File: config.mk
export PLATFORM = sky130hd
export DESIGN_NAME = cvlg_seq
export DESIGN_NICKNAME = d
export VERILOG_FILES = /design/src/hw/rtl/cvlg_pkg.sv /design/src/hw/rtl/cvlg_seq.sv
export SDC_FILE = /design/constraint.sdc
export NUM_CORES = 1
export LEC_CHECK = 0
export BUFFER_PORTS_ARGS = -buffer_cell sky130_fd_sc_hd__clkbuf_2
export CORE_MARGIN = 2
export CORE_UTILIZATION = 57
export CTS_CLUSTER_DIAMETER = 80
export CTS_CLUSTER_SIZE = 24
export DETAILED_ROUTE_END_ITERATION = 10
export PLACE_DENSITY = 0.85
export SYNTH_ARGS = -nofsm -noshare
export SYNTH_HDL_FRONTEND = slang
export SYNTH_SLANG_ARGS = --single-unit
export TNS_END_PERCENT = 5
File: constraint.sdc
create_clock -name clk -period 8.3 [get_ports clk]
set_clock_uncertainty 0.05 [all_clocks]
set_input_delay 1.245 -clock clk [delete_from_list [all_inputs] [get_ports clk]]
set_output_delay 1.245 -clock clk [all_outputs]
set_load 0.02 [all_outputs]
File: src/hw/rtl/cvlg_pkg.sv
// ============================================================================
// cvlg_pkg - shared types and constants of the composite video line generator
// Line geometry, line kinds, opcodes, register indexes and the words that
// travel between the sequencer, the output stage and the ports.
// ============================================================================
package cvlg_pkg;

    // Line geometry
    localparam int LINE_WIDTH      = 256;
    localparam int PORCH_SAMPLES   = 20;
    localparam int TOP_PORCH_LINES = 30;
    localparam int IMAGE_LINES     = 192;

    // Frame store
    localparam int STORE_DEPTH = 49152;
    localparam int STORE_AW    = $clog2(STORE_DEPTH);
    localparam int PIXEL_W     = 3;

    // Sample position counter
    localparam int                POS_W        = 10;
    localparam logic [POS_W-1:0]  POS_PAST_END = {POS_W{1'b1}};
    localparam logic [POS_W-1:0]  LINE_LEN     = POS_W'(PORCH_SAMPLES + LINE_WIDTH);
    localparam logic [POS_W-1:0]  PORCH_LEN    = POS_W'(PORCH_SAMPLES);

    // Line classification
    localparam logic [7:0] TOP_LINE   = 8'(TOP_PORCH_LINES);
    localparam logic [8:0] IMAGE_END  = 9'(TOP_PORCH_LINES + IMAGE_LINES);
    localparam logic [7:0] VSYNC_LINE = 8'd255;

    // Address arithmetic width (row times line width plus column)
    localparam int ADDR_CALC_W = 18;

    // Configuration port
    localparam int CFG_IDX_W  = 3;
    localparam int CFG_DATA_W = 6;

    localparam logic [CFG_IDX_W-1:0] CFG_SYNC_LEVEL   = 3'd0;
    localparam logic [CFG_IDX_W-1:0] CFG_IMAGE_LOW    = 3'd1;
    localparam logic [CFG_IDX_W-1:0] CFG_BLANK_LOW    = 3'd2;
    localparam logic [CFG_IDX_W-1:0] CFG_BLANK_LEN    = 3'd3;
    localparam logic [CFG_IDX_W-1:0] CFG_VSYNC_HIGH   = 3'd4;

    typedef enum logic [1:0] {
        KIND_PORCH = 2'd0,
        KIND_IMAGE = 2'd1,
        KIND_BLANK = 2'd2,
        KIND_VSYNC = 2'd3
    } kind_t;

    typedef enum logic [1:0] {
        OP_LINE_START  = 2'd0,
        OP_SAMPLE_TICK = 2'd1,
        OP_PIXEL_WRITE = 2'd2
    } op_t;

    typedef struct packed {
        logic [2:0] sync_level;
        logic [5:0] image_sync_low_samples;
        logic [5:0] blank_sync_low_samples;
        logic [5:0] blank_line_samples;
        logic [5:0] vsync_high_samples;
    } cfg_t;

    typedef struct packed {
        logic [1:0]  op;
        logic [15:0] pixel_addr;
        logic [2:0]  pixel_value;
    } in_word_t;

    typedef struct packed {
        logic [3:0]  dac_level;
        logic [7:0]  line_number;
        logic [8:0]  sample_index;
        logic        line_done;
        logic [31:0] frame_count;
    } out_word_t;

    // Sample tick in flight between the sequencer and the output stage
    typedef struct packed {
        logic [2:0]  base_level;
        logic        pix_en;
        logic [8:0]  sample_index;
        logic        line_done;
        logic [7:0]  line_number;
        logic [31:0] frame_count;
    } tick_t;

    // Frame store access issued by the sequencer
    typedef struct packed {
        logic                en;
        logic                we;
        logic [STORE_AW-1:0] addr;
        logic [PIXEL_W-1:0]  wdata;
    } ram_req_t;

endpackage

File: src/hw/rtl/cvlg_seq.sv
// ============================================================================
// cvlg_seq - line sequencer
// Holds the line counter, line kind, sample position and frame counter,
// classifies each accepted word and issues frame store accesses.
// ============================================================================
module cvlg_seq
    import cvlg_pkg::*;
(
    input  logic     clk,
    input  logic     rst_n,
    input  logic     accept,
    input  in_word_t word,
    input  cfg_t     cfg,
    output logic     tick_accept,
    output tick_t    tick,
    output ram_req_t ram_req
);

    logic [7:0]       line_counter_reg, line_counter_next;
    logic [7:0]       active_line_reg, active_line_next;
    kind_t            kind_reg, kind_next;
    logic [POS_W-1:0] pos_reg, pos_next;
    logic [31:0]      frame_reg, frame_next;

    logic [POS_W-1:0]       len;
    logic                   in_line;
    logic                   in_porch;
    logic [POS_W-1:0]       seg;
    logic [POS_W-1:0]       col;
    logic [2:0]             sync;
    logic [7:0]             row;
    logic [ADDR_CALC_W-1:0] rd_addr;
    logic                   rd_ok;
    logic                   wr_ok;

    // Line length and position within the current segment
    always_comb
    begin
        len      = (kind_reg == KIND_BLANK) ? {4'd0, cfg.blank_line_samples} : LINE_LEN;
        in_line  = pos_reg < len;
        in_porch = (kind_reg == KIND_BLANK) || (pos_reg < PORCH_LEN);
        col      = pos_reg - PORCH_LEN;
        seg      = in_porch ? pos_reg : col;
    end

    // Sync pattern level for the segment position
    always_comb
    begin
        case (kind_reg)
            KIND_BLANK:
                sync = (seg < {4'd0, cfg.blank_sync_low_samples}) ? 3'd0 : cfg.sync_level;
            KIND_VSYNC:
                sync = (seg < {4'd0, cfg.vsync_high_samples}) ? cfg.sync_level : 3'd0;
            default:
                sync = (seg < {4'd0, cfg.image_sync_low_samples}) ? 3'd0 : cfg.sync_level;
        endcase
    end

    // Frame store address of the pixel under this sample
    always_comb
    begin
        row     = active_line_reg - TOP_LINE;
        rd_addr = ADDR_CALC_W'(row) * ADDR_CALC_W'(LINE_WIDTH) + ADDR_CALC_W'(col);
        rd_ok   = (kind_reg == KIND_IMAGE) && !in_porch
                  && (rd_addr < ADDR_CALC_W'(STORE_DEPTH));
        wr_ok   = {2'd0, word.pixel_addr} < ADDR_CALC_W'(STORE_DEPTH);
    end

    // Build the tick word and the store access
    always_comb
    begin
        tick_accept       = accept && (word.op == OP_SAMPLE_TICK);
        tick.base_level   = in_line ? sync : 3'd0;
        tick.pix_en       = in_line && rd_ok;
        tick.sample_index = in_line ? pos_reg[8:0] : 9'd0;
        tick.line_done    = !in_line;
        tick.line_number  = active_line_reg;
        tick.frame_count  = frame_reg;

        ram_req.en    = 1'b0;
        ram_req.we    = 1'b0;
        ram_req.addr  = rd_addr[STORE_AW-1:0];
        ram_req.wdata = word.pixel_value;
        if (accept && (word.op == OP_PIXEL_WRITE) && wr_ok)
        begin
            ram_req.en   = 1'b1;
            ram_req.we   = 1'b1;
            ram_req.addr = word.pixel_addr[STORE_AW-1:0];
        end
        else if (tick_accept && in_line && rd_ok)
        begin
            ram_req.en = 1'b1;
        end
    end

    // Advance line and sample state
    always_comb
    begin
        line_counter_next = line_counter_reg;
        active_line_next  = active_line_reg;
        kind_next         = kind_reg;
        pos_next          = pos_reg;
        frame_next        = frame_reg;
        if (accept && (word.op == OP_LINE_START))
        begin
            if (line_counter_reg < TOP_LINE)
            begin
                kind_next = KIND_PORCH;
            end
            else if ({1'b0, line_counter_reg} < IMAGE_END)
            begin
                kind_next = KIND_IMAGE;
            end
            else if (line_counter_reg < VSYNC_LINE)
            begin
                kind_next = KIND_BLANK;
            end
            else
            begin
                kind_next  = KIND_VSYNC;
                frame_next = frame_reg + 32'd1;
            end
            active_line_next  = line_counter_reg;
            pos_next          = '0;
            line_counter_next = line_counter_reg + 8'd1;
        end
        else if (tick_accept && in_line)
        begin
            pos_next = pos_reg + POS_W'(1);
        end
    end

    always_ff @(posedge clk or negedge rst_n)
    begin
        if (!rst_n)
        begin
            line_counter_reg <= '0;
            active_line_reg  <= '0;
            kind_reg         <= KIND_BLANK;
            pos_reg          <= POS_PAST_END;
            frame_reg        <= '0;
        end
        else
        begin
            line_counter_reg <= line_counter_next;
            active_line_reg  <= active_line_next;
            kind_reg         <= kind_next;
            pos_reg          <= pos_next;
            frame_reg        <= frame_next;
        end
    end

endmodule

======== Yosys cells after proc, flatten, opt, wreduce, memory -nomap -nowiden ========
Index checks and enable logic that the tools add are counted.
storage, ports and cells
  register bits ........................... 60
  input port bits ......................... 51
  output and inout bits ................... 76
  word-level logic and storage cells ...... 60
operators by class
  add/sub/neg operators ................... 6
  order comparisons ....................... 10
  equality and inequality tests ........... 5
  muxes and demuxes ....................... 16
  bitwise operators ....................... 3
  reductions and logical operators ........ 15
operators by type and width
  cell                                                          count
  adder 32 x 1 -> 32 bit, second input constant                 1
  less-than comparator 10 x 6 -> 1 bit                          3
  two-way mux 10 bit                                            3
  two-way mux 9 bit                                             2
  adder 16 x 10 -> 17 bit                                       1
  less-than comparator 17 x 16 -> 1 bit, second input constant  1
  two-way mux 17 bit                                            1
  less-than comparator 16 bit, second input constant            1
  less-than comparator 8 bit, second input constant             2
  two-way mux 3 bit                                             4
  adder 10 x 1 -> 10 bit, second input constant                 1
  less-than comparator 10 x 5 -> 1 bit, second input constant   1
  less-than comparator 10 x 9 -> 1 bit                          1
  subtractor 10 x 5 -> 10 bit, second input constant            1
  logical AND 1 bit                                             9
  adder 8 x 1 -> 8 bit, second input constant                   1
  less-than comparator 8 x 5 -> 1 bit, second input constant    1
  subtractor 8 x 5 -> 8 bit, second input constant              1
  equality test 2 bit, second input constant                    3
  case mux 3 bit (2 select lines)                               1
  equality test 2 x 1 -> 1 bit, second input constant           2
  two-way mux 2 bit                                             2
  AND reduction 4 bit                                           1
  two-way mux 1 bit                                             3
  other kinds (5)                                               8

======== Logic depth before layout (Yosys ltp) ========
  depth in word-level cells ............... 8
  gate-level depth with buffers ........... 15
  mapped depth without buffers ............ 15

======== Least setup slack after synthesis ========
Ideal clock, no wire load.
  kind .................................... register to output
  start point ............................. register pos_reg[2]
  end point ............................... output port tick[51] (netlist bit)
  arrival ................................. 3274 ps
  required time ........................... 7005 ps
  path slack .............................. 3731 ps
  cell stages (with the launch flop) ...... 15
  path buffers ............................ 0
  cells stage by stage .................... dfstp_2 > inv_1 > ha_1 > inv_1 > a21oi_1 > nand2_1 > nand2_1 > o21ai_0 > ha_1 > a2111oi_0 > o21ai_0 > o2111ai_1 > o31ai_1 > a41o_1 > nor3b_1
RTL lines
  element                 RTL line         source
  from (decl)             cvlg_seq.sv:22   logic [POS_W-1:0] pos_reg, pos_next;
  from (signal assigned)  cvlg_seq.sv:148  pos_reg <= pos_next;
  to (decl)               cvlg_seq.sv:15   output tick_t tick,

==> reports/qor.yml <==
status:
  status: "finished clean"
sta:
  rsz0062_at_grt: "no"
  fin_setup_tns_ns: 0
  slew_headroom_pct: 29.67
  finalSetupViolations: 0
  drv_slew: 0
  fin_crit_sh_pct: 63.18
  fin_crit_ns: 5.244
  hold_violations: 0
  fmax_ghz: 0.1907
  worstMarginPinSlew_ns: 1.049
worst_hold_path:
  hp-class: "flop to flop"
  whs_path_depth: 1
synthesis:
  ys_seq_elements: 60
  yosys_warnings: 0
  synth_top_area_share_pct: 28.77
  synthArstFlopShare_pct: 100.0
  synthDistinctLibCells: 67
  yosysSeqAreaShare_pct: 35.55
  yosysMostFrequentCell: "nand2_1"
  synth_common_cells: "77 x nand2_1, 49 x dfrtp_1, 41 x xnor2_1"
  syn-num-nets: 558
  synth_area_leaders: "dfrtp_1 29%, ha_1 8.5%, xnor2_1 8.4%"
  synth_cells: 477
  ys.flop_type: "dfrtp_1"
  synthesis.area_um2: 4262
  yosysTopAreaCell: "dfrtp_1"
  syn_area_per_cell_um2: 8.934
  synth_edf_count: 0
worst_setup_path:
  cp-startpoint: "pos_reg[2]"
  cp_max_fo: 8
  crit_end: "tick[53]"
  rr_endpoint: "pos_reg[9]"
  criticalPathCategory: "flop to output port"
  path_buf_inv: 3
  cpPeakStageDelay_ns: 0.64
  r2r_cells: 10
  cp.depth: 15
  cp.arrival_ns: 3.95
  crit_family: "compound AO/OA/AOI/OAI gates"
  crit_path_end_kind: "output port"
  reg2reg_slack_ns: 5.26
  worst_r2r_startpoint: "kind_reg[1]"
  path_cells: "inv_1, ha_1, inv_1, a21oi_1, nand2_1, nand2_1, o21ai_0, ha_1, a2111oi_0, o21ai_0, o2111ai_1, o31ai_1, a41o_1, nor3b_1, clkbuf_2"
  required_ns: 7.01
  cp_slowest_cell: "dfstp_2"
  start_kind: "flop"
drt:
  vias: 3832
  drt-total-wl_um: 10160
  drc: 0
  firstDrtPassIters: 4
  post_drt_wl_per_cell_um: 14.62
  viasPerCell: 5.514
  postRouteAntennaNets: 0
  drt_iter0_markers: 281
global_route:
  grtUsageTotal_pct: 25.91
  overflow: 0
  grt_max_degree: 61
  grt_pass1_vias: 3749
  antenna_found_initial: 0
  grt_pass1_wl_um: 17460
floorplan:
  die_h_um: 90.47
  dieWidth_um: 90.47
  core_region_area_um2: 7253
  dieArea_um2: 8184
  pin_count: 127
  rows: 31
  initial_core_util_pct: 58.75
pwr:
  vdd_drop_max_v: 0.0001174
  leakage_nw: 2.676
  power-per-cell-area_nw_per_um2: 166.5
clocking:
  cts_resized: 0
  post_cts_buffers: 0
  htree_levels: 3
  cts.clk_slew.worst_paths_ns: 0.07
  cts_tree: "done"
  cts_hold_buf: 0
  cts-buffers-inserted: 9
  clk_latency_ns: 0.34
  clkSinkCount: 60
  root_buffer: "clkbuf_8"
  cts_buffer_depth: 2
finish:
  largest_register_ffs: 32
  area_growth_pct: 19.64
  drive_above_1_share_pct: 29.36
  n_fill_cell: 589
  final_cell_count_no_fill: 695
  utilization_pct: 70.30
  regArea_um2: 1515
  finalNetCount: 672
  diodes: 0
  multi_input_area_um2: 2537
placement:
  dp_cells: 679
  dp_hpwl_um: 7630
  portBuffers: 120
  place.gp.congestion: 0.9832
job:
  maxCapViolations: 0
cells by family (layout without fill, tap and decap cells):
family / Yosys count / count (layout) / synth area share (%)
xor gates and xnor gates: 60 / 60 / 12.33
AOI/OAI and AO/OA: 66 / 66 / 11.63
muxes: 1 / 1 / 0.2642
adders and majority gates: 30 / 30 / 8.984
buffers and inverters: 47 / 166 / 5.021
DFF: 60 / 60 / 35.56
and+or+nand+nor: 213 / 213 / 26.22
metrics by stage:
step                      cell area (um^2)  hold WS (ns)  setup WS [ns]  total power, mW
after floorplan                       4262        0.4283          3.731           0.5102
after global placement                4897        0.4101          3.670           0.5817
after detailed placement              4897        0.4119          3.496           0.5906
after CTS                             5099        0.4296          3.103           0.8564
after global routing                  5099        0.4609          2.709           0.8993
final                                 5099        0.4293          3.056           0.8489
power by group:
part	total [mW]	switching, mW	internal, mW
registers	0.355	0.0392	0.316
clock network	0.262	0.116	0.146
logic	0.232	0.140	0.0918
worst reg2reg max path: stages, from the launching register on:
cell,delay [ns]
dfstp_2,0.63
or2b_4,0.33
inv_1,0.23
nand2_1,0.09
ha_1,0.33
a2111oi_4,0.33
o21ai_1,0.14
a21oi_4,0.28
nand2_2,0.14
nor4_1,0.30
o21a_1,0.14
cell type report:
| type | instances | area share, % |
|---|---|---|
| Clock inverter | 6 | 1.252 |
| Tap cell | 99 | 2.429 |
| Timing Repair Buffer | 122 | 12.07 |
| Sequential cell | 60 | 29.72 |
| Multi-Input combinational cell | 370 | 49.77 |
| Inverter | 28 | 2.061 |
| Clock buffer | 10 | 2.699 |
placed cells by master, fill, tap and decap left out, types with 5 or more instances in the layout:
master / n
nand3_1: 31
a21o_1: 5
clkbuf_8: 10
nand2_1: 77
clkbuf_2: 120
dfrtp_1: 49
a21oi_1: 16
nor3b_1: 5
xor2_1: 19
dfstp_2: 11
and3_1: 10
and2_1: 6
nor2_1: 39
o21ai_0: 13
inv_1: 27
nand4_1: 11
xnor2_1: 41
ha_1: 29
per-layer routing:
metal / wire, um / track usage, % / vias to the layer above
met5: 0 / 0 / -
met4: 157 / 11.03 / 0
met3: 665 / 5.843 / 18
met2: 4909 / 42.04 / 154
met1: 4433 / 33.39 / 1802
li1: - / - / 1858
worst min path at each step:
| stage | start | to | slack [ns] |
|---|---|---|---|
| after floorplan | line_counter_reg[4] | line_counter_reg[4] | 0.43 |
| after global placement | frame_reg[31] | frame_reg[31] | 0.41 |
| after detailed placement | frame_reg[31] | frame_reg[31] | 0.41 |
| after CTS | frame_reg[31] | frame_reg[31] | 0.43 |
| after global routing | frame_reg[31] | frame_reg[31] | 0.46 |
| final | frame_reg[31] | frame_reg[31] | 0.43 |
No activity file was read; power rests on OpenSTA's default activity.
