<file path="src/hw/rtl/cvlg_pkg.sv">
// ============================================================================
// cvlg_pkg - shared types and constants of the composite video line generator
// Line geometry, line kinds, opcodes, register indexes and the words that
// travel between the sequencer, the output stage and the ports.
// ============================================================================
package cvlg_pkg;

    // Line geometry
    localparam int LINE_WIDTH      = 256;
    localparam int PORCH_SAMPLES   = 20;
    localparam int TOP_PORCH_LINES = 30;
    localparam int IMAGE_LINES     = 192;

    // Frame store
    localparam int STORE_DEPTH = 49152;
    localparam int STORE_AW    = $clog2(STORE_DEPTH);
    localparam int PIXEL_W     = 3;

    // Sample position counter
    localparam int                POS_W        = 10;
    localparam logic [POS_W-1:0]  POS_PAST_END = {POS_W{1'b1}};
    localparam logic [POS_W-1:0]  LINE_LEN     = POS_W'(PORCH_SAMPLES + LINE_WIDTH);
    localparam logic [POS_W-1:0]  PORCH_LEN    = POS_W'(PORCH_SAMPLES);

    // Line classification
    localparam logic [7:0] TOP_LINE   = 8'(TOP_PORCH_LINES);
    localparam logic [8:0] IMAGE_END  = 9'(TOP_PORCH_LINES + IMAGE_LINES);
    localparam logic [7:0] VSYNC_LINE = 8'd255;

    // Address arithmetic width (row times line width plus column)
    localparam int ADDR_CALC_W = 18;

    // Configuration port
    localparam int CFG_IDX_W  = 3;
    localparam int CFG_DATA_W = 6;

    localparam logic [CFG_IDX_W-1:0] CFG_SYNC_LEVEL   = 3'd0;
    localparam logic [CFG_IDX_W-1:0] CFG_IMAGE_LOW    = 3'd1;
    localparam logic [CFG_IDX_W-1:0] CFG_BLANK_LOW    = 3'd2;
    localparam logic [CFG_IDX_W-1:0] CFG_BLANK_LEN    = 3'd3;
    localparam logic [CFG_IDX_W-1:0] CFG_VSYNC_HIGH   = 3'd4;

    typedef enum logic [1:0] {
        KIND_PORCH = 2'd0,
        KIND_IMAGE = 2'd1,
        KIND_BLANK = 2'd2,
        KIND_VSYNC = 2'd3
    } kind_t;

    typedef enum logic [1:0] {
        OP_LINE_START  = 2'd0,
        OP_SAMPLE_TICK = 2'd1,
        OP_PIXEL_WRITE = 2'd2
    } op_t;

    typedef struct packed {
        logic [2:0] sync_level;
        logic [5:0] image_sync_low_samples;
        logic [5:0] blank_sync_low_samples;
        logic [5:0] blank_line_samples;
        logic [5:0] vsync_high_samples;
    } cfg_t;

    typedef struct packed {
        logic [1:0]  op;
        logic [15:0] pixel_addr;
        logic [2:0]  pixel_value;
    } in_word_t;

    typedef struct packed {
        logic [3:0]  dac_level;
        logic [7:0]  line_number;
        logic [8:0]  sample_index;
        logic        line_done;
        logic [31:0] frame_count;
    } out_word_t;

    // Sample tick in flight between the sequencer and the output stage
    typedef struct packed {
        logic [2:0]  base_level;
        logic        pix_en;
        logic [8:0]  sample_index;
        logic        line_done;
        logic [7:0]  line_number;
        logic [31:0] frame_count;
    } tick_t;

    // Frame store access issued by the sequencer
    typedef struct packed {
        logic                en;
        logic                we;
        logic [STORE_AW-1:0] addr;
        logic [PIXEL_W-1:0]  wdata;
    } ram_req_t;

endpackage

</file>
<file path="src/hw/rtl/cvlg_out.sv">
// ============================================================================
// cvlg_out - level assembly and output stage
// Holds each tick in an assembly register beside the registered frame store
// read, adds the pixel to the sync level, tracks the held level and drives the output register.
// ============================================================================
module cvlg_out
    import cvlg_pkg::*;
(
    input  logic               clk,
    input  logic               rst_n,
    input  logic               tick_accept,
    input  tick_t              tick,
    input  logic [PIXEL_W-1:0] pixel,
    output logic               ready,
    output logic               valid,
    input  logic               out_ready,
    output out_word_t          word
);

    logic      s1_valid_reg, s1_valid_next;
    tick_t     s1_reg;
    logic      out_valid_reg, out_valid_next;
    out_word_t out_reg;
    logic [3:0] held_reg, held_next;
    logic      s1_advance;
    logic [3:0] level;

    // Move the pending tick forward when the output register frees up
    always_comb
    begin
        s1_advance     = s1_valid_reg && (!out_valid_reg || out_ready);
        ready          = !s1_valid_reg || s1_advance;
        s1_valid_next  = tick_accept || (s1_valid_reg && !s1_advance);
        out_valid_next = s1_advance || (out_valid_reg && !out_ready);
    end

    // Add the pixel, or hold the last level once the line is exhausted
    always_comb
    begin
        level     = {1'b0, s1_reg.base_level} + (s1_reg.pix_en ? {1'b0, pixel} : 4'd0);
        held_next = held_reg;
        if (s1_advance && !s1_reg.line_done)
        begin
            held_next = level;
        end
    end

    always_ff @(posedge clk or negedge rst_n)
    begin
        if (!rst_n)
        begin
            s1_valid_reg  <= 1'b0;
            out_valid_reg <= 1'b0;
            held_reg      <= '0;
        end
        else
        begin
            s1_valid_reg  <= s1_valid_next;
            out_valid_reg <= out_valid_next;
            held_reg      <= held_next;
        end
    end

    // Payload registers
    always_ff @(posedge clk)
    begin
        if (tick_accept)
        begin
            s1_reg <= tick;
        end
        if (s1_advance)
        begin
            out_reg.dac_level    <= s1_reg.line_done ? held_reg : level;
            out_reg.line_number  <= s1_reg.line_number;
            out_reg.sample_index <= s1_reg.sample_index;
            out_reg.line_done    <= s1_reg.line_done;
            out_reg.frame_count  <= s1_reg.frame_count;
        end
    end

    assign valid = out_valid_reg;
    assign word  = out_reg;

endmodule

</file>
<file path="config.mk">
export PLATFORM = sky130hd
export DESIGN_NAME = cvlg_out
export DESIGN_NICKNAME = d
export VERILOG_FILES = /design/src/hw/rtl/cvlg_pkg.sv /design/src/hw/rtl/cvlg_out.sv
export SDC_FILE = /design/constraint.sdc
export NUM_CORES = 1
export LEC_CHECK = 0
export BUFFER_PORTS_ARGS = -buffer_cell sky130_fd_sc_hd__buf_2
export CAP_MARGIN = 25
export CORE_MARGIN = 3
export CORE_UTILIZATION = 50
export CTS_CLUSTER_DIAMETER = 30
export DETAILED_ROUTE_END_ITERATION = 7
export PLACE_DENSITY = 0.79
export SYNTH_ARGS = -nofsm -noshare
export SYNTH_HDL_FRONTEND = slang
export SYNTH_SLANG_ARGS = --single-unit
</file>
<file path="constraint.sdc">
create_clock -name clk -period 3.1 [get_ports clk]
set_input_delay 0.31 -clock clk [delete_from_list [all_inputs] [get_ports clk]]
set_output_delay 0.31 -clock clk [all_outputs]
set_load 0.1 [all_outputs]
</file>
Yosys cells after proc, flatten, opt, wreduce, memory -nomap -nowiden
Index checks and enable logic that the tools add are counted.
{"block": "totals", "output_inout_bits": 56, "romBits": 0, "reg_bits": 114, "wordCells": 30, "mem_count": 0, "ramBits": 0, "latchBits": 0}
{"block": "classes", "magnitude_cmp": 0, "n_reduce_logical": 13, "n_shift": 0, "n_mux": 2, "n_mul": 0, "bitwise_logic": 0, "eq_ne": 0, "div_mod_pow": 0, "addsub": 1}
{"operator": "$logic_not 1->1", "n": 5}
{"operator": "$add 3x3->4", "n": 1}
{"operator": "$logic_and 1x1->1", "n": 4}
{"operator": "$logic_or 1x1->1", "n": 4}
{"operator": "$mux 4", "n": 1}
{"operator": "$mux 3", "n": 1}

Longest topological paths before layout
Gate-level depths: netlist of run 1.
{"block": "logic_depth", "word_depth": 6, "mapped_depth": 6, "ltp_nobuf": 6}

Least setup slack after synthesis of run 1
Ideal clock, no wire load.
{"block": "synth_path", "kind": "reg-to-reg", "startpoint": "reg out_valid_reg (netlist: valid)", "endpoint": "reg out_reg, in the netlist word[0] (enable)", "stages_incl_launch_ff": 3, "slack_ns": 0.350, "setup_time_ns": 0.417, "arrival_ns": 2.333, "cell_sequence": "dfrtp_1 nand2b_2 and2_1"}
{"block": "synth_between", "elab_chain_cells": 3}
{"element": "start, declared", "line_no": "cvlg_out.sv:22", "text": "logic out_valid_reg, out_valid_next;"}
{"element": "start signal, assigned", "line_no": "cvlg_out.sv:59", "text": "out_valid_reg <= out_valid_next;"}
{"element": "$logic_not 1->1", "line_no": "cvlg_out.sv:31", "text": "s1_advance = s1_valid_reg && (!out_valid_reg || out_ready);"}
{"element": "$logic_or 1x1->1", "line_no": "cvlg_out.sv:31"}
{"element": "$logic_and 1x1->1", "line_no": "cvlg_out.sv:31"}
{"element": "net s1_advance", "line_no": "cvlg_out.sv:25", "text": "logic s1_advance;"}
{"element": "end, declared", "line_no": "cvlg_out.sv:23", "text": "out_word_t out_reg;"}
The timed path passes the listed nets, and every way through them passes these cells.
A chain may end at the register's enable or synchronous reset.

Worst setup path in the final report of run 1
{"block": "layout_path", "startpoint": "reg s1_valid_reg", "endpoint": "out ready"}
{"block": "layout_between", "elab_chain_cells": 2, "elab_cells_between_ends": 3}
{"element": "start, declared", "line_no": "cvlg_out.sv:20", "text": "logic s1_valid_reg, s1_valid_next;"}
{"element": "start signal, assigned", "line_no": "cvlg_out.sv:58", "text": "s1_valid_reg <= s1_valid_next;"}
{"element": "$logic_not 1->1 / $logic_and 1x1->1 (equally long branches)", "line_no": "cvlg_out.sv:32, cvlg_out.sv:31"}
{"element": "$logic_or 1x1->1 *", "line_no": "cvlg_out.sv:32", "text": "ready = !s1_valid_reg || s1_advance;"}
{"element": "end, declared", "line_no": "cvlg_out.sv:14", "text": "output logic ready,"}
Every way passes the cells marked *; elsewhere a longest branch is shown, timed or not.

==> summary.md, run 1 <==
| Metric | Value |
|---|---|
| Core Region | 0.006944 sq mm |
| Power share of the clock group | 0.419 |
| Slowest-stage cell, CP | dfrtp_1 |
| Post-CTS sizing | 0 |
| Die footprint | 0.008371 sq mm |
| Cts bufs inserted | 17 |
| Worst stage delay on the critical path | 0.43 ns |
| Most common cell after layout, fill and taps aside | buf_2 |
| Data arrival, critical path | 1.48 ns |
| Ys Warns | 0 |
| DRT iter0 DRCs | 118 |
| Max-slew violations | 0 |
| Most frequent cells in the layout | 116 x buf_2, 108 x edfxtp_1, 55 x dlygate4sd3_1, 16 x clkbuf_16, 6 x dfrtp_1 |
| Pwr Density | 815.1 mW/mm^2 |
| Clock latency on the worst-skew pair | 0.49 ns |
| CP Capture Type | output port |
| Fin crit period | 1.789 ns |
| RSZ-0062 raised after global routing | false |
| Estimated wirelength of the detail-placed design | 4198 um |
| Crit path from | s1_valid_reg$_DFF_PN0_ |
| Worst vdd ir | 0.5148 mV |
| #FFs+latches synth | 114 |
| Comb pwr share | 0.159 |
| Worst hold path stage count | 3 |
| # setup viols final | 0 |
| Die width | 91.50 um |
| Syn Nets | 210 |
| Yosys cell types | 18 |
| R2r setup slk | 1.45 ns |
| Crit-path leading delay family | flip-flops |
| Worst rel slew slack | 0.6335 |
| Total vias in the final route | 2000 |
| Syn_area_per_cell | 25.21 sq um |
| Post-Synthesis Cells | 145 |
| H-tree depth | 4 |
| Crit path depth | 2 |
| Final worst path period share | 0.5773 |
| Status | completed |
| Root Buffer | clkbuf_8 |
| Worst-Margin Slew | 0.5497 ns |
| Max clock buf depth | 2 |
| Hold Crit Start | out_ready |
| Wirelength per Cell | 15.11 um |
| Vias in the first global route | 2127 |
| Grt ovf | 0 |
| Maxcap violations | 0 |
| First-pass GRT wire length | 10540 um |
| Global placement routability congestion | 0.7767 |
| Ant diodes | 0 |
| Avg Vias per Cell | 4.474 |
| Layout Nets | 403 |
| Detail Route Antenna Nets | 0 |
| Worst setup path category | flop to output port |
| WP buf/inv | 1 |
| CTS tree | yes |
| Pint | 3.240 mW |
| Achievable frequency | 558.8 MHz |
| Initial core utilization | 0.5263 |
| Hold Vio Cnt, Final | 0 |
| Drt total wl | 6753 um |
| Register share of total power | 0.422 |
| Leak pwr | 2.264 nW |
| Sw Ratio | 0.2822 |
| Area growth syn-to-layout | 51.49% |
| Sequential area share after synthesis | 0.9284 |
| Hold Path Class | input pin to flop |
| Crit path launch type | flop |
| Ports | 117 |
| Setup repair bufs after CTS | 0 |
| Crit path max fanout | 4 |
| Post-Syn Area | 0.003655 sq mm |
| Clock sink total | 114 |
| Layout Cell Area excl Fill | 0.005537 sq mm |
| Initial DRT Pass Iterations | 4 |
| GRT Total Usage | 0.1732 |
| Crit-path cells | nand3b_1 > buf_2 |
| CP required | 2.79 ns |
| Die Ht | 91.50 um |
| Worst-path clk slew | 0.06 ns |
| Layout Skew | 0.006810 ns |
| I/O Buffers | 116 |
| Worst-case reg-to-reg path depth | 5 |
| Dpl cell area | 0.004392 sq mm |
| P_sw | 1.273 mW |
| RR Startpoint | s1_reg[50]$_DFFE_PP_ |
| Tot Pwr | 4.513 mW |
| Min-Delay Endpoint | s1_valid_reg$_DFF_PN0_ |
| Setup TNS | 0 ns |
| Post-route DRC | 0 |
| R2R Path End | word[53]$_DFFE_PP_ |
| Initial antenna violation count | 0 |
| Ratio of cells with drive above 1 in the final layout | 0.4444 |
| Row Count | 30 |
| Largest net degree at the start of global routing | 33 |
[worst reg2reg max path: cells and delay by family (launching register included)]
family | cells | cell delay (ns)
AOI/OAI and AO/OA | 1 | 0.14
adders and majority gates | 1 | 0.31
DFF | 1 | 0.41
muxes | 1 | 0.26
and+or+nand+nor | 2 | 0.28
[power groups by stage]
stage	Clock, mW	Combinational [mW]	Sequential [mW]
2_1_floorplan	0	0.0799	2.38
3_3_place_gp	0	0.657	1.93
3_5_place_dp	0	0.669	1.93
4_1_cts	1.93	0.721	1.90
5_1_grt	2.01	0.745	1.92
6_report	1.89	0.717	1.90
[repair_timing]
| item | 4_1_cts | 5_1_grt |
|---|---|---|
| hold endpoints to repair | 60 | 0 |
| hold buffers | 55 | 0 |
| setup endpoints to repair | 0 | 0 |
[cell type report]
type                    instances  area (sq um)
multi-input cells              26         244.0
clock buffers                  17         414.1
inverters                       5         18.77
flip-flops and latches        114          3393
well taps                      96         120.1
clock inverters                15         180.2
fillers                       366          1408
repair buffers                174          1166
[stage by stage]
stage	hold WS [ns]	std cells	setup WS (ns)	util
2_1_floorplan	0.01441	145	0.3495	-
3_3_place_gp	0.1538	359	1.499	0.6296
3_5_place_dp	0.1532	360	1.459	0.6324
4_1_cts	0.09419	447	1.277	0.7973
5_1_grt	0.1463	447	1.219	0.7973
6_report	0.1233	447	1.311	0.7973
[kinds of logic after synthesis]
kind of cell,count (synthesis),share of synthesized area
flops,114,0.9284
simple gates,12,0.02294
mux,7,0.02260
buf+inv,5,0.005136
fa+ha+maj,4,0.01575
compound gates,2,0.002736
xor+xnor,1,0.002397
[metal layers]
| metal | track usage | share of wire | vias up |
|---|---|---|---|
| li1 | - | - | 955 |
| met1 | 0.2184 | 0.43 | 941 |
| met2 | 0.2739 | 0.48 | 100 |
| met3 | 0.07622 | 0.077 | 4 |
| met4 | 0.04899 | 0.0034 | 0 |
| met5 | 0 | 0 | - |
[worst max path at each step]
stage                              end  slack, ns
finish                           ready       1.31
global route                     ready       1.22
CTS                              ready       1.28
detailed placement  word[53]$_DFFE_PP_       1.46
global placement    word[24]$_DFFE_PP_       1.50
floorplan            word[0]$_DFFE_PP_       0.35
[cell usage after synthesis, drive strengths merged]
master / instances / area (sq um)
edfxtp: 108 / 3243
dfrtp: 6 / 150.1
inv: 5 / 18.77
mux2: 4 / 52.55
and2: 3 / 18.77
ha: 3 / 37.54
mux2i: 3 / 30.03
nand2: 3 / 11.26
nand2b: 3 / 21.27
nand3b: 2 / 27.53
a21oi: 1 / 5.000
fa: 1 / 20.02
nand3: 1 / 5.000
o21ai: 1 / 5.000
xor2: 1 / 8.760
(Power assumes the default switching activity.)
==> inputs of run 2 (changes only) <==
--- a/config.mk
+++ b/config.mk
@@ -5,6 +5,7 @@
 export SDC_FILE = /design/constraint.sdc
 export NUM_CORES = 1
 export LEC_CHECK = 0
+export ABC_AREA = 1
 export BUFFER_PORTS_ARGS = -buffer_cell sky130_fd_sc_hd__buf_2
 export CAP_MARGIN = 25
 export CORE_MARGIN = 3
==> constraint.sdc (replaced) <==
create_clock -name clk -period 1.8 [get_ports clk]
set_input_delay 0.18 -clock clk [delete_from_list [all_inputs] [get_ports clk]]
set_output_delay 0.18 -clock clk [all_outputs]
set_load 0.1 [all_outputs]
==> run 2 against run 1 <==
  * Sequential share of layout area is essentially flat
  * Area after synthesis shrank 0.14%
  * Highest routed layer unchanged
  * Register-to-register slack lost 1.2 ns
  * Sequential cell count is the same
  * Non-clock buffer count grew 2
  * Cell count grew 4.5%
  * Worst setup slack lost 1.2 ns
  * First-iteration DRC count shrank 25%
  * Clock-buffer cell count grew 1
  * Critical endpoint unchanged
==> summary.md, run 2 <==
| Metric | Value |
|---|---|
| Initial core utilization | 0.5256 (-0.0007207) |
| Worst-path clk slew | 0.05 ns (about the same) |
| Grt ovf | 0 (unchanged) |
| Maxcap violations | 0 (unchanged) |
| Status | completed |
| Root Buffer | clkbuf_8 |
| Vias in the first global route | 2220 (+4.4%) |
| Clock sink total | 114 (unchanged) |
| Worst stage delay on the critical path | 0.46 ns (+0.03 ns) |
| CTS tree | yes |
| Synth top area share | 0.8886 (+0.001217) |
| #FFs+latches synth | 114 (unchanged) |
| Cts bufs inserted | 17 (unchanged) |
| Clock latency on the worst-skew pair | 0.48 ns (about the same) |
| Layout Cell Area excl Fill | 0.005545 sq mm (+0.16%) |
| Complex-gate fraction of the synthesized area | 0.006856 (+0.004118) |
| First-pass GRT wire length | 10700 um (+1.5%) |
| Main area contributors after synthesis | edfxtp_1 89%, dfrtp_1 4.1%, nand2_1 2.4%, ha_1 1.0%, inv_1 1.0% |
| Achievable frequency | 582.4 MHz |
| Crit path max fanout | 4 (unchanged) |
| Total vias in the final route | 2085 (+4.3%) |
| I/O Buffers | 116 (unchanged) |
| Avg Vias per Cell | 4.465 (-0.21%) |
| Simple logic cell fraction of the synthesized area | 0.03394 (+0.01100) |
| # setup viols final | 0 (unchanged) |
| Top-count cell post-synth | edfxtp_1 |
| Post-Syn Area | 0.003650 sq mm (-0.14%) |
| Commonest cells in the netlist | 108 x edfxtp_1, 23 x nand2_1, 10 x inv_1 |
| Crit-path leading delay family | flip-flops |
| Pwr Density | 1360 mW/mm^2 (+67%) |
| Initial antenna violation count | 0 (unchanged) |
| Ys async rst share | 0.05263 (unchanged) |
| Row Count | 30 (unchanged) |
| Slowest-stage cell, CP | dfrtp_1 |
| Final core occ | 0.7986 (+0.001262) |
| Die Ht | 91.44 um (about the same) |
| Max-slew violations | 0 (unchanged) |
| CP required | 1.62 ns (-1.17 ns) |
| Worst-Margin Slew | 0.5176 ns (-0.03205 ns) |
| Dpl cell area | 0.004425 sq mm (+0.77%) |
| Hold Vio Cnt, Final | 0 (unchanged) |
| Leak pwr | 2.271 nW (+0.30%) |
| RR Startpoint | s1_reg[50]$_DFFE_PP_ |
| Core Region | 0.006944 sq mm (unchanged) |
| Max clock buf depth | 2 (unchanged) |
| Ratio of cells with drive above 1 in the final layout | 0.4178 (-0.02665) |
| RSZ-0062 raised after global routing | false |
| Layout Skew | 0.005079 ns (-0.001731 ns) |
| Wirelength per Cell | 14.85 um (-1.7%) |
| Estimated wirelength of the detail-placed design | 4155 um (-1.0%) |
| Crit path launch type | flop |
| Sequential area share after synthesis | 0.9297 (+0.001273) |
| Leading area contributor after synthesis | edfxtp_1 |
| Crit path from | s1_valid_reg$_DFF_PN0_ |
| Die footprint | 0.008360 sq mm (-0.13%) |
| Largest net degree at the start of global routing | 33 (unchanged) |
| Ys Warns | 0 (unchanged) |
| Data arrival, critical path | 1.54 ns (+0.06 ns) |
| Synth Flop Type | edfxtp_1 |
| Syn Nets | 228 (+8.6%) |
| Initial DRT Pass Iterations | 4 (unchanged) |
| Post-route DRC | 0 (unchanged) |
| Largest family of logic cells by synthesized area | simple AND/OR/NAND/NOR gates |
| WP buf/inv | 1 (unchanged) |
| Most frequent cells in the layout | 116 x buf_2, 108 x edfxtp_1, 56 x dlygate4sd3_1, 22 x nand2_1, 16 x clkbuf_16 |
| GRT Total Usage | 0.1746 (+0.001409) |
| Ports | 117 (unchanged) |
| Most common cell after layout, fill and taps aside | buf_2 |
| Layout Nets | 423 (+5.0%) |
| Detail Route Antenna Nets | 0 (unchanged) |
| Post-Synthesis Cells | 163 (+12%) |
| Worst setup path category | flop to output port |
| Area growth syn-to-layout | 51.94% |
| Post-synthesis mux area share | 0 (-0.02260) |
| Post-Synth Adder-Cell Area | 0.01577 (+0.00002159) |
| Ant diodes | 0 (unchanged) |
| Setup repair bufs after CTS | 0 (unchanged) |
| Hold Path Class | input pin to async pin |
| Synth Area in XOR/XNOR | 0.002400 (+0.000003286) |
| Fin crit period | 1.717 ns |
| CP Capture Type | output port |
| Crit-path cells | nand3_1 > buf_2 |
| Die width | 91.44 um (about the same) |
| Yosys cell types | 15 (-3) |
| Drt total wl | 6933 um (+2.7%) |
| DRT iter0 DRCs | 88 (-25%) |
| Worst rel slew slack | 0.6573 (+0.02374) |
| EDFF count, synth | 108 (unchanged) |
| Worst vdd ir | 0.7735 mV (+50%) |
| Syn_area_per_cell | 22.39 sq um (-11%) |
| Final worst path period share | 0.9539 |
| Global placement routability congestion | 0.7125 (-8.3%) |
| H-tree depth | 4 (unchanged) |
==> run 2: cell types whose count changed in the layout (fill, tap and decap cells not counted), sizes merged, moves of 2 or more <==
| cell | previous run | this run |
|---|---|---|
| and2 | 3 | 0 |
| clkinvlp | 1 | 6 |
| mux2 | 4 | 0 |
| mux2i | 3 | 0 |
| nand2 | 3 | 24 |
| nand2b | 3 | 0 |
| nand3 | 1 | 3 |
| nand3b | 2 | 0 |
| o21ai | 1 | 4 |
==> run 2: area by class of cell <==
class                      instances  area [sq um]
clock buffer                      18         417.9
clock inverter                    14         141.4
fill                             377          1399
inverter                          11         45.04
multi-input combinational         38         227.7
sequential                       114          3397
tap                               96         120.1
timing repair buffer             176          1196
==> run 2: path summary, 6_finish.rpt <==
check | endpoint | cells past startpoint | slack (ns)
setup / recovery | ready | 2 | 0.08
hold / removal | valid$_DFF_PN0_ | 2 | 0.05
min in group clk | s1_valid_reg$_DFF_PN0_ | 4 | 0.19
setup reg to reg | word[51]$_DFFE_PP_ | 6 | 0.21
max in group asynchronous | valid$_DFF_PN0_ | 2 | 1.59
hold reg to reg | word[17]$_DFFE_PP_ | 0 | 0.41
==> run 2: logic make-up (layout without fill, tap and decap cells) <==
| family | Yosys count | in the layout |
|---|---|---|
| DFF | 114 | 114 |
| and+or+nand+nor | 28 | 28 |
| adders and majority gates | 4 | 4 |
| xor gates and xnor gates | 1 | 1 |
| buffers and inverters | 11 | 219 |
| AOI/OAI and AO/OA | 5 | 5 |
==> run 2: power by group <==
part / leakage (nW) / internal (mW) / switching, mW
logic: 0.894 / 0.251 / 0.977
clock network: 0.258 / 1.95 / 1.10
registers: 1.12 / 3.19 / 0.0721
==> run 2: repair_timing <==
| action | in CTS | in global routing |
|---|---|---|
| hold buffers | 56 | 0 |
| endpoints found under the hold margin | 61 | 0 |
| resized for setup | 0 | 0 |
==> run 2: metrics by stage <==
stage | TNS, ns | setup slack [ns] | hold slack, ns | total power, mW | instances
after global routing | 0 | 0.03112 | 0.03331 | 7.782 | 467
final | 0 | 0.08292 | 0.05205 | 7.543 | 467
after global placement | 0 | 0.2839 | 0.005956 | 4.419 | 379
after floorplan | -8.559 | -0.1585 | -0.1156 | 4.194 | 163
after CTS | 0 | 0.04806 | 0.02449 | 7.597 | 467
after detailed placement | 0 | 0.2474 | 0.01137 | 4.443 | 379
==> run 2: metal layers <==
metal / vias to the layer above / part of all wire / GRT usage
met3: 11 / 0.073 / 0.07457
li1: 1006 / - / -
met5: - / 0 / 0
met2: 85 / 0.54 / 0.3049
met1: 983 / 0.37 / 0.1839
met4: 0 / 0.015 / 0.07161
==> inputs of run 3 (changes only) <==
--- a/config.mk
+++ b/config.mk
@@ -12,6 +12,7 @@
 export CORE_UTILIZATION = 50
 export CTS_CLUSTER_DIAMETER = 30
 export DETAILED_ROUTE_END_ITERATION = 7
+export MAX_ROUTING_LAYER = met4
 export PLACE_DENSITY = 0.79
 export SYNTH_ARGS = -nofsm -noshare
 export SYNTH_HDL_FRONTEND = slang
==> run 3 against run 2 <==
  * Die area unchanged
  * Utilization unchanged
  * Combinational power about the same
  * Via count grew 0.72%
  * Non-clock buffer count unchanged
==> summary.md, run 3 (synthesis results as in run 2) <==
| Metric | Value |
|---|---|
| Largest net degree at the start of global routing | 33 (unchanged) |
| Row Count | 30 (unchanged) |
| Final cell count without fillers | 467 (unchanged) |
| Worst rel slew slack | 0.6573 (unchanged) |
| Worst stage delay on the critical path | 0.46 ns (about the same) |
| Achievable frequency | 581.8 MHz (about the same) |
| FILL cells | 377 (unchanged) |
| Status | completed |
| Worst hold slack | 0.05034 ns (-0.001709 ns) |
| Critical Path End | ready |
| Ant diodes | 0 (unchanged) |
| Initial DRT Pass Iterations | 4 (unchanged) |
| Max-slew violations | 0 (unchanged) |
| Crit path from | s1_valid_reg$_DFF_PN0_ |
| CP required | 1.62 ns (about the same) |
| CTS tree | yes |
| Worst setup path category | flop to output port |
| Placed Cells | 379 (unchanged) |
| Layout Nets | 423 (unchanged) |
| Ports | 117 (unchanged) |
| # setup viols final | 0 (unchanged) |
| Initial antenna violation count | 0 (unchanged) |
| Max clock buf depth | 2 (unchanged) |
| Most frequent cells in the layout | 116 x buf_2, 108 x edfxtp_1, 56 x dlygate4sd3_1, 22 x nand2_1, 16 x clkbuf_16 |
| Grt ovf | 0 (unchanged) |
| Detail Route Antenna Nets | 0 (unchanged) |
| FF/Latch Area | 0.003397 sq mm (unchanged) |
| Worst vdd ir | 0.7727 mV (-0.11%) |
| Die width | 91.44 um (unchanged) |
| Pwr Density | 1360 mW/mm^2 (about the same) |
| Worst-case reg-to-reg path depth | 6 (unchanged) |
| Clock sink total | 114 (unchanged) |
| Final worst path period share | 0.9549 (about the same) |
| Area growth syn-to-layout | 51.94% (unchanged) |
| I/O Buffers | 116 (unchanged) |
| Setup repair bufs after CTS | 0 (unchanged) |
| First-pass GRT wire length | 10670 um (-0.26%) |
| Total vias in the final route | 2100 (+0.72%) |
| H-tree depth | 4 (unchanged) |
| Die Ht | 91.44 um (unchanged) |
| RSZ-0062 raised after global routing | false |
| Crit path launch type | flop |
| Most common cell after layout, fill and taps aside | buf_2 |
| Wirelength per Cell | 14.89 um (+0.27%) |
| CP Capture Type | output port |
| Global placement routability congestion | 0.7207 (+1.2%) |
| Worst-path clk slew | 0.05 ns (about the same) |
| DRT iter0 DRCs | 81 (-8.0%) |
| Data arrival, critical path | 1.54 ns (about the same) |
| Tot Pwr | 7.542 mW (about the same) |
| R2R Path End | word[51]$_DFFE_PP_ |
| Drt total wl | 6952 um (+0.27%) |
| Clock latency on the worst-skew pair | 0.49 ns (about the same) |
| Crit-path cells | nand3_1 > buf_2 |
| Core Region | 0.006944 sq mm (unchanged) |
| Root Buffer | clkbuf_8 |
| Vias in the first global route | 2234 (+0.63%) |
| Slowest-stage cell, CP | dfrtp_1 |
| R2r setup slk | 0.21 ns (about the same) |
| Fin crit period | 1.719 ns (+0.001695 ns) |
| Combined area of the multi-input logic cells | 227.7 sq um (unchanged) |
| Layout Skew | 0.005722 ns (+0.0006429 ns) |
| Avg Vias per Cell | 4.497 (+0.72%) |
| Die footprint | 0.008360 sq mm (unchanged) |
| Worst-Margin Slew | 0.5176 ns (unchanged) |
| Initial core utilization | 0.5256 (unchanged) |
| Post-route DRC | 0 (unchanged) |
| RR Startpoint | s1_reg[50]$_DFFE_PP_ |
| GRT Total Usage | 0.1803 (+0.005632) |
| Cts bufs inserted | 17 (unchanged) |
| Maxcap violations | 0 (unchanged) |
| Estimated wirelength of the detail-placed design | 4155 um (unchanged) |
| Crit path max fanout | 4 (unchanged) |
| Leak pwr | 2.271 nW (unchanged) |
| Hold Vio Cnt, Final | 0 (unchanged) |
| Ratio of cells with drive above 1 in the final layout | 0.4178 (unchanged) |
| Hold Path Class | input pin to async pin |
-- run 3: cell counts in the layout (fill, tap and decap cells not counted) --
No cell type changed its count.
-- run 3: timing repair --
item | 4_1_cts | 5_1_grt
hold endpoints to repair | 61 | 0
hold buffers | 56 | 0
gates resized for setup | 0 | 0
-- run 3: final cells by class --
class / count / area share
clock buffers: 18 / 0.07536
clock inverters: 14 / 0.02550
inverters: 11 / 0.008123
multi-input cells: 38 / 0.04106
flip-flops and latches: 114 / 0.6126
well taps: 96 / 0.02166
repair buffers: 176 / 0.2157
-- run 3: worst min-delay path by stage --
stage / from / to / slack (ns)
6_report: rst_n / valid$_DFF_PN0_ / 0.05
3_5_place_dp: rst_n / valid$_DFF_PN0_ / 0.01
5_1_grt: rst_n / held_reg[0]$_DFFE_PN0P_ / 0.03
4_1_cts: rst_n / held_reg[0]$_DFFE_PN0P_ / 0.02
3_3_place_gp: rst_n / valid$_DFF_PN0_ / 0.006
2_1_floorplan: rst_n / held_reg[0]$_DFFE_PN0P_ / -0.12
-- run 3: stage by stage --
stage	util	setup slack (ns)	instance area [sq um]	TNS, ns
after global routing	0.7986	0.02899	5545	0
after detailed placement	0.6373	0.2474	4425	0
after global placement	0.6373	0.2839	4425	0
final	0.7986	0.08123	5545	0
after CTS	0.7986	0.04806	5545	0
after floorplan	-	-0.1585	3670	-8.559
-- run 3: layer usage --
layer,vias up,share of wire,track usage
met5,-,0,-
met4,0,0.016,0.07412
met3,11,0.062,0.06297
met2,88,0.54,0.3043
met1,994,0.38,0.1932
li1,1007,-,-
-- run 3: report_power, final --
part	switching (mW)	total [mW]	leakage [nW]	internal, mW
combinational	0.978	1.23	0.894	0.251
clock	1.10	3.05	0.258	1.95
sequential	0.0720	3.26	1.12	3.19
-- run 3: critical path: cells and delay by family (launching register included) --
kind | cells | cell delay (ns)
and+or+nand+nor | 1 | 0.15
DFF | 1 | 0.46
buffers and inverters | 1 | 0.44
